### src/design/dcbt_pkg.sv
`default_nettype none
package dcbt_pkg;
  localparam int TICKS_DEF     = 16;
  localparam int CHUNKS_DEF    = 16;
  localparam int TRANSFERS_DEF = 8;
  localparam logic [2:0] ACT_TICK    = 3'd0;
  localparam logic [2:0] ACT_MEASURE = 3'd1;
  localparam logic [2:0] ACT_REBAL   = 3'd2;
  localparam logic [2:0] ACT_OPEN    = 3'd3;
  localparam logic [2:0] ACT_CLOSE   = 3'd4;
  localparam logic [2:0] ACT_RELEASE = 3'd5;
  localparam logic CMD_RESUME  = 1'b0;
  localparam logic CMD_SUSPEND = 1'b1;
  localparam logic [16:0] ONE_Q16   = 17'd65536;
  localparam logic [16:0] RATIO_MIN = 17'd49152;
  localparam logic [16:0] RATIO_MAX = 17'd81920;
  typedef struct packed {
    logic start;
    logic [47:0] num;
    logic [35:0] den;
  } div_req_t;
  typedef struct packed {
    logic busy;
    logic done;
    logic [47:0] quo;
  } div_rsp_t;
endpackage
`default_nettype wire

### src/design/dcbt_div.sv
`default_nettype none
module dcbt_div (
  input  wire              clk,
  input  wire              rst_n,
  input  dcbt_pkg::div_req_t req,
  output dcbt_pkg::div_rsp_t rsp
);
  logic [47:0] q_r, q_nxt;
  logic [35:0] rem_r, rem_nxt, den_r;
  logic [5:0]  cnt_r, cnt_nxt;
  logic        busy_r, busy_nxt, done_r, done_nxt;
  logic [36:0] sh;

  always_comb begin
    q_nxt = q_r; rem_nxt = rem_r; cnt_nxt = cnt_r;
    busy_nxt = busy_r; done_nxt = 1'b0;
    sh = {rem_r, q_r[47]};
    if (req.start) begin
      q_nxt = req.num; rem_nxt = '0; cnt_nxt = 6'd0; busy_nxt = 1'b1;
    end else if (busy_r) begin
      if (sh >= {1'b0, den_r}) begin
        rem_nxt = 36'(sh - {1'b0, den_r});
        q_nxt = {q_r[46:0], 1'b1};
      end else begin
        rem_nxt = sh[35:0];
        q_nxt = {q_r[46:0], 1'b0};
      end
      cnt_nxt = cnt_r + 6'd1;
      if (cnt_r == 6'd47) begin
        busy_nxt = 1'b0; done_nxt = 1'b1;
      end
    end
  end

  always_ff @(posedge clk) begin
    if (!rst_n) begin
      busy_r <= 1'b0; done_r <= 1'b0; cnt_r <= '0;
    end else begin
      busy_r <= busy_nxt; done_r <= done_nxt; cnt_r <= cnt_nxt;
    end
    q_r <= q_nxt; rem_r <= rem_nxt;
    if (req.start) den_r <= req.den;
  end

  assign rsp.busy = busy_r;
  assign rsp.done = done_r;
  assign rsp.quo  = q_r;
endmodule
`default_nettype wire

### src/design/duty_cycle_bandwidth_throttle.sv
// Tick: emits up to CHUNKS items, one per cycle, stalls on out_ready.
// Rebalance: accept, sum of the TRANSFERS rates, divider start, the bit-serial divider,
//   then scaling of the CHUNKS caps and adjusts through two multipliers.
// Measure, open, close, release complete on accept. One item at a time; in_ready low while busy.
// Reset (rst_n low, synchronous) clears counter, active bits, rates, prev counts and
//   sets max_bandwidth to all ones. Cap and adjust stores are not reset.
`default_nettype none
module duty_cycle_bandwidth_throttle #(
  parameter int TICKS     = dcbt_pkg::TICKS_DEF,
  parameter int CHUNKS    = dcbt_pkg::CHUNKS_DEF,
  parameter int TRANSFERS = dcbt_pkg::TRANSFERS_DEF
) (
  input  wire         clk,
  input  wire         rst_n,
  input  wire         in_valid,
  output logic        in_ready,
  input  wire  [2:0]  in_action,
  input  wire  [2:0]  in_transfer_slot,
  input  wire  [3:0]  in_chunk_slot,
  input  wire  [31:0] in_transmit_count,
  output logic        out_valid,
  input  wire         out_ready,
  output logic        out_command,
  output logic [3:0]  out_target_chunk,
  output logic [16:0] out_adjust_value,
  output logic        out_last,
  input  wire         cfg_we,
  input  wire  [31:0] cfg_data
);
  localparam int CW = (CHUNKS > 1) ? $clog2(CHUNKS) : 1;
  localparam int TW = (TRANSFERS > 1) ? $clog2(TRANSFERS) : 1;
  localparam logic [7:0] TMAX = 8'(TICKS - 1);

  localparam logic [2:0] S_IDLE = 3'd0, S_TICK = 3'd1, S_SUM = 3'd2, S_DIV = 3'd3,
                         S_SCALE = 3'd4, S_EMIT = 3'd5, S_FLUSH = 3'd6;

  logic [2:0]  st_r, st_nxt;
  logic [31:0] maxbw_r;
  logic [7:0]  tick_r, tick_nxt;
  logic [CHUNKS-1:0] act_r, act_nxt;
  logic [7:0]  cap_m [CHUNKS];
  logic [16:0] adj_m [CHUNKS];
  logic [31:0] rate_r [TRANSFERS];
  logic [31:0] prev_r [TRANSFERS];
  logic [CW:0] ci_r, ci_nxt;
  logic [TW:0] ti_r, ti_nxt;
  logic [35:0] sum_r, sum_nxt;
  logic [16:0] ratio_r;
  logic        pend_r, pend_nxt;
  logic        ob_cmd_r; logic [3:0] ob_tgt_r; logic [16:0] ob_adj_r;
  logic        hit;
  logic [CW-1:0] ci;
  logic [16:0] cur_adj;
  logic [7:0]  cur_cap;
  logic [33:0] pa, pc;
  logic [16:0] new_adj;
  logic [7:0]  new_cap;
  logic        mem_we;
  logic        out_load;
  logic        ochan_free;
  dcbt_pkg::div_req_t dreq;
  dcbt_pkg::div_rsp_t drsp;
  logic [47:0] q;

  dcbt_div u_div (.clk(clk), .rst_n(rst_n), .req(dreq), .rsp(drsp));

  assign ci = ci_r[CW-1:0];
  assign cur_adj = adj_m[ci];
  assign cur_cap = cap_m[ci];
  assign pa = {17'd0, cur_adj} * {17'd0, ratio_r};
  assign pc = {26'd0, cur_cap} * {17'd0, ratio_r};
  assign new_adj = (pa[33:16] > {1'b0, dcbt_pkg::ONE_Q16}) ? dcbt_pkg::ONE_Q16 : pa[32:16];
  assign new_cap = (pc[33:16] > {10'd0, TMAX}) ? TMAX :
                   (pc[33:16] == 18'd0) ? 8'd1 : pc[23:16];
  assign hit = act_r[ci] && ((tick_r == 8'd0) || (tick_r == cur_cap));
  assign ochan_free = !out_valid || out_ready;
  assign in_ready = (st_r == S_IDLE);
  assign q = drsp.quo;

  always_comb begin
    st_nxt = st_r; tick_nxt = tick_r; act_nxt = act_r; ci_nxt = ci_r; ti_nxt = ti_r;
    sum_nxt = sum_r; pend_nxt = pend_r; mem_we = 1'b0; out_load = 1'b0;
    dreq.start = 1'b0; dreq.num = {maxbw_r, 16'd0}; dreq.den = sum_r;
    case (st_r)
      S_IDLE: if (in_valid) begin
        ci_nxt = '0; ti_nxt = '0; sum_nxt = 36'd1;
        case (in_action)
          dcbt_pkg::ACT_TICK: begin
            tick_nxt = ({24'd0, tick_r} + 32'd1 >= 32'(TICKS)) ? 8'd0 : tick_r + 8'd1;
            pend_nxt = 1'b0; st_nxt = S_TICK;
          end
          dcbt_pkg::ACT_REBAL: st_nxt = S_SUM;
          dcbt_pkg::ACT_OPEN: if ({28'd0, in_chunk_slot} < 32'(CHUNKS)) begin
            act_nxt[in_chunk_slot[CW-1:0]] = 1'b1;
          end
          dcbt_pkg::ACT_CLOSE: if ({28'd0, in_chunk_slot} < 32'(CHUNKS)) begin
            act_nxt[in_chunk_slot[CW-1:0]] = 1'b0;
          end
          default: ;
        endcase
      end
      S_TICK: if (ochan_free || !pend_r || !hit) begin
        if (hit) begin
          if (pend_r) out_load = 1'b1;
          pend_nxt = 1'b1;
        end
        if ({{(31-CW){1'b0}}, ci_r} == 32'(CHUNKS - 1)) st_nxt = S_FLUSH;
        else ci_nxt = ci_r + 1'b1;
      end
      S_FLUSH: if (!pend_r) st_nxt = S_IDLE;
        else if (ochan_free) begin
          out_load = 1'b1; pend_nxt = 1'b0; st_nxt = S_IDLE;
        end
      S_SUM: begin
        sum_nxt = sum_r + {4'd0, rate_r[ti_r[TW-1:0]]};
        if ({{(31-TW){1'b0}}, ti_r} == 32'(TRANSFERS - 1)) st_nxt = S_EMIT;
        else ti_nxt = ti_r + 1'b1;
      end
      S_EMIT: begin
        dreq.start = 1'b1; st_nxt = S_DIV;
      end
      S_DIV: if (drsp.done) st_nxt = S_SCALE;
      S_SCALE: begin
        mem_we = act_r[ci];
        if ({{(31-CW){1'b0}}, ci_r} == 32'(CHUNKS - 1)) st_nxt = S_IDLE;
        else ci_nxt = ci_r + 1'b1;
      end
      default: st_nxt = S_IDLE;
    endcase
  end

  always_ff @(posedge clk) begin
    if (!rst_n) begin
      st_r <= S_IDLE; tick_r <= '0; act_r <= '0; maxbw_r <= 32'hFFFF_FFFF;
      out_valid <= 1'b0; pend_r <= 1'b0; ci_r <= '0; ti_r <= '0;
      for (int i = 0; i < TRANSFERS; i++) begin
        rate_r[i] <= '0; prev_r[i] <= '0;
      end
    end else begin
      st_r <= st_nxt; tick_r <= tick_nxt; act_r <= act_nxt; pend_r <= pend_nxt;
      ci_r <= ci_nxt; ti_r <= ti_nxt;
      if (cfg_we) maxbw_r <= cfg_data;
      if (out_load) out_valid <= 1'b1;
      else if (out_ready) out_valid <= 1'b0;
      if (st_r == S_IDLE && in_valid &&
          {29'd0, in_transfer_slot} < 32'(TRANSFERS)) begin
        if (in_action == dcbt_pkg::ACT_MEASURE) begin
          if (prev_r[in_transfer_slot[TW-1:0]] != 32'd0)
            rate_r[in_transfer_slot[TW-1:0]] <=
              (in_transmit_count >= prev_r[in_transfer_slot[TW-1:0]]) ?
              in_transmit_count - prev_r[in_transfer_slot[TW-1:0]] : 32'd0;
          prev_r[in_transfer_slot[TW-1:0]] <= in_transmit_count;
        end else if (in_action == dcbt_pkg::ACT_RELEASE) begin
          rate_r[in_transfer_slot[TW-1:0]] <= '0;
          prev_r[in_transfer_slot[TW-1:0]] <= '0;
        end
      end
    end
    sum_r <= sum_nxt;
    if (st_r == S_DIV && drsp.done)
      ratio_r <= (q > {31'd0, dcbt_pkg::RATIO_MAX}) ? dcbt_pkg::RATIO_MAX :
                 (q < {31'd0, dcbt_pkg::RATIO_MIN}) ? dcbt_pkg::RATIO_MIN : q[16:0];
    if (mem_we) begin
      adj_m[ci] <= new_adj; cap_m[ci] <= new_cap;
    end else if (st_r == S_IDLE && in_valid && in_action == dcbt_pkg::ACT_OPEN &&
                 {28'd0, in_chunk_slot} < 32'(CHUNKS)) begin
      adj_m[in_chunk_slot[CW-1:0]] <= dcbt_pkg::ONE_Q16;
      cap_m[in_chunk_slot[CW-1:0]] <= TMAX;
    end
    if (st_r == S_TICK && hit && (ochan_free || !pend_r)) begin
      ob_cmd_r <= (tick_r == 8'd0) ? dcbt_pkg::CMD_RESUME : dcbt_pkg::CMD_SUSPEND;
      ob_tgt_r <= 4'(ci_r);
      ob_adj_r <= (tick_r == 8'd0) ? 17'd0 : cur_adj;
    end
    if (out_load) begin
      out_command <= ob_cmd_r; out_target_chunk <= ob_tgt_r;
      out_adjust_value <= ob_adj_r; out_last <= (st_r == S_FLUSH);
    end
  end

`ifndef SYNTHESIS
  a_ready_idle: assert property (@(posedge clk) disable iff (!rst_n)
    in_ready |-> !drsp.busy) else $error("divider busy while idle");
  a_out_hold: assert property (@(posedge clk) disable iff (!rst_n)
    (out_valid && !out_ready) |=> $stable(out_target_chunk)) else $error("output moved");
  a_flush_last: assert property (@(posedge clk) disable iff (!rst_n)
    (out_load && st_r == S_FLUSH) |=> out_last) else $error("last missing");
  a_ratio: assert property (@(posedge clk) disable iff (!rst_n)
    (st_r == S_SCALE) |-> (ratio_r >= dcbt_pkg::RATIO_MIN && ratio_r <= dcbt_pkg::RATIO_MAX))
    else $error("ratio out of range");
`endif
endmodule
`default_nettype wire

### config.mk
export PLATFORM = sky130hd
export DESIGN_NAME = duty_cycle_bandwidth_throttle
export DESIGN_NICKNAME = d
export VERILOG_FILES = /design/src/design/dcbt_pkg.sv /design/src/design/dcbt_div.sv /design/src/design/duty_cycle_bandwidth_throttle.sv
export SDC_FILE = /design/constraint.sdc
export NUM_CORES = 2
export LEC_CHECK = 0
export BUFFER_PORTS_ARGS = -buffer_cell sky130_fd_sc_hd__buf_2
export CAP_MARGIN = 25
export CORE_MARGIN = 2
export CORE_UTILIZATION = 27
export DETAILED_ROUTE_END_ITERATION = 8
export GPL_ROUTABILITY_DRIVEN = 0
export PLACE_DENSITY = 0.52
export SYNTH_ARGS = -nofsm -noshare
export SYNTH_HDL_FRONTEND = slang
export SYNTH_HIERARCHICAL = 1
export SYNTH_SLANG_ARGS = --single-unit
### constraint.sdc
create_clock -name clk -period 12.95 [get_ports clk]
set_input_delay 1.9425 -clock clk [delete_from_list [all_inputs] [get_ports clk]]
set_output_delay 1.9425 -clock clk [all_outputs]
set_load 0.05 [all_outputs]
==> out/qor.yml <==
timing:
  setup_violations: 0
  finalHoldViolCount: 0
  fin_setup_tns_ns: 0
  rsz0062_at_grt: "false"
  tightest_slew_ns: 1.09
  skew_ns: 0.0453
  whs_ns: 0.415
  slew_headroom_pct: 26.6
  min_period_ns: 10.36
  min_period_over_period_pct: 80.0
  clock.fmax_ghz: 0.0966
  final_max_slew_viol_count: 0
worst_setup_path:
  endpoint_kind: "flip-flop"
  critPathArrivalTime_ns: 10.78
  crit_fanout: 38
  path_class: "reg2reg"
  cp.required_ns: 13.38
  cp-start-kind: "flip-flop"
clock_tree:
  cts_buffer_depth: 3
  cts.clk_slew.worst_paths_ns: 0.06
  cts_hold_buf: 0
  worstSkewPairLatency_ns: 0.80
  cts_setup_buffers: 0
  cts.repair.resized: 0
  cts_sinks: 1215
  cts_root_buf: "clkbuf_16"
  h-tree-depth: 4
  cts_buffers: 139
  tritoncts: "yes"
pwr:
  pwr-share-clk_pct: 22.7
  power_frac_seq_pct: 34.5
  p_per_area_nw_per_um2: 217
  peakVddDrop_v: 0.000390
  swShare_pct: 39.0
  combPwrFrac_pct: 42.9
  leakage_nw: 29.2
  power_switching_w: 0.00655
  p_int_w: 0.0103
grt:
  grt_pass1_vias: 45200
  track_usage_pct: 14.8
  antenna_found_initial: 15
  grt_start_max_net_pins: 56
  grt_overflow: 0
  grt_pass1_wl_microns: 290000
routing:
  dr_total_vias: 43300
  top_layer_used: "met5"
  ant_nets: 0
  met3_length_microns: 11300
  via_per_inst: 4.79
  wl_met1_microns: 85500
  first_iter_violations: 3635
  wl_met2_microns: 90500
  wire_per_inst_microns: 21.1
  drt-pass1-iter-count: 6
  routed_wl_microns: 191000
  drc_errors: 0
floorplanning:
  die_h_microns: 506
  coreArea_sq_um: 251000
  die_x_microns: 506
  die_area_sq_um: 256000
  start_util_pct: 27.1
  rows: 184
  io_pins: 104
placement:
  io_buffers: 103
  dp.cells: 8798
  place_hpwl_microns: 122000
final_layout:
  finalNetCount: 6241
  utilization_pct: 30.8
  drive_above_1_share_pct: 14.6
  stdcell_count: 9056
  multi_input_area_sq_um: 30200
  fill_cells: 25300
  final_common_cell: "edfxtp_1"
  regArea_sq_um: 35300
  areaGrowthSynthToFinish_pct: 13.7
  most-common-layout-cells: "1,094 x edfxtp_1, 580 x nor2_1, 503 x nand2_1"
min_path:
  hp-class: "reg2reg"
synthesis:
  avgSynthCellArea_sq_um: 12.5
  ys_warn_count: 6
  synth_cells: 5426
  synth.cell_area_sq_um: 68000
run_status:
  status: "complete, no violations"
run:
  cap_violations: 0
==> through the flow <==
step	worst slack, ns	cell area (sq um)	power [W]
after floorplan	3.40	68300	0.0108
after global placement	2.05	72800	0.0128
after detailed placement	2.56	72900	0.0130
after CTS	2.57	77300	0.0169
after global routing	2.08	77400	0.0179
final	2.59	77400	0.0168
==> state kept, by name (all words and copies together) (netlist names), 17 cells and up, named ones only <==
name,count
maxbw_r,32
u_div/den_r,36
ob_adj_r,17
prev_r,256
cap_m,128
ratio_r,17
adj_m,272
sum_r,36
out_adjust_value,17
u_div/rem_r,36
u_div/q_r,48
rate_r,256
==> per-layer routing <==
layer / up-vias / track usage [%]
met2: 1250 / 24.5
met1: 22200 / 20.3
met5: - / 0
met4: 10 / 3.56
met3: 258 / 2.51
li1: 19600 / -
==> area by class of cell <==
type / count / area share, %
inverter: 461 / 2.24
clock buffer: 178 / 4.74
clock inverter: 75 / 0.917
multi-input combinational: 3549 / 39.0
antenna: 1 / 0.00324
sequential: 1215 / 45.6
timing repair buffer: 229 / 2.02
tap: 3348 / 5.42
==> power groups by stage <==
stage / clock, W / combinational [W] / sequential, W
floorplan: 0 / 0.00502 / 0.00579
global placement: 0 / 0.00698 / 0.00587
detailed placement: 0 / 0.00709 / 0.00588
CTS: 0.00392 / 0.00715 / 0.00580
global route: 0.00407 / 0.00802 / 0.00581
finish: 0.00381 / 0.00720 / 0.00579
==> final timing paths <==
kind,slack [ns],end,depth (start not counted),startpoint
setup / recovery,2.59,adj_m[14][7],26,flip-flop
hold reg to reg,0.42,out_adjust_value[16],0,ob_adj_r[16]
setup reg to reg,2.59,adj_m[14][7],26,flip-flop
hold / removal,0.42,out_adjust_value[16],0,ob_adj_r[16]
==> worst max-delay path, cell delays in order (launching register included) <==
cell	delay (ns)
dfxtp_4	0.88
buf_4	0.38
mux4_2	0.52
mux4_2	0.74
and2_1	0.30
fa_1	0.54
inv_1	0.06
fa_1	0.50
fa_1	0.52
inv_1	0.05
fa_1	0.48
fa_1	0.56
inv_1	0.06
fa_1	0.54
inv_1	0.04
ha_1	0.37
and4_1	0.23
o211ai_1	0.11
a31o_2	0.25
a2111oi_0	0.62
buf_2	0.26
o2111ai_1	0.15
nand3b_1	0.17
a21oi_1	0.10
xnor2_1	0.16
o41a_1	0.55
nor2_1	0.79
(Power assumes the default switching activity.)
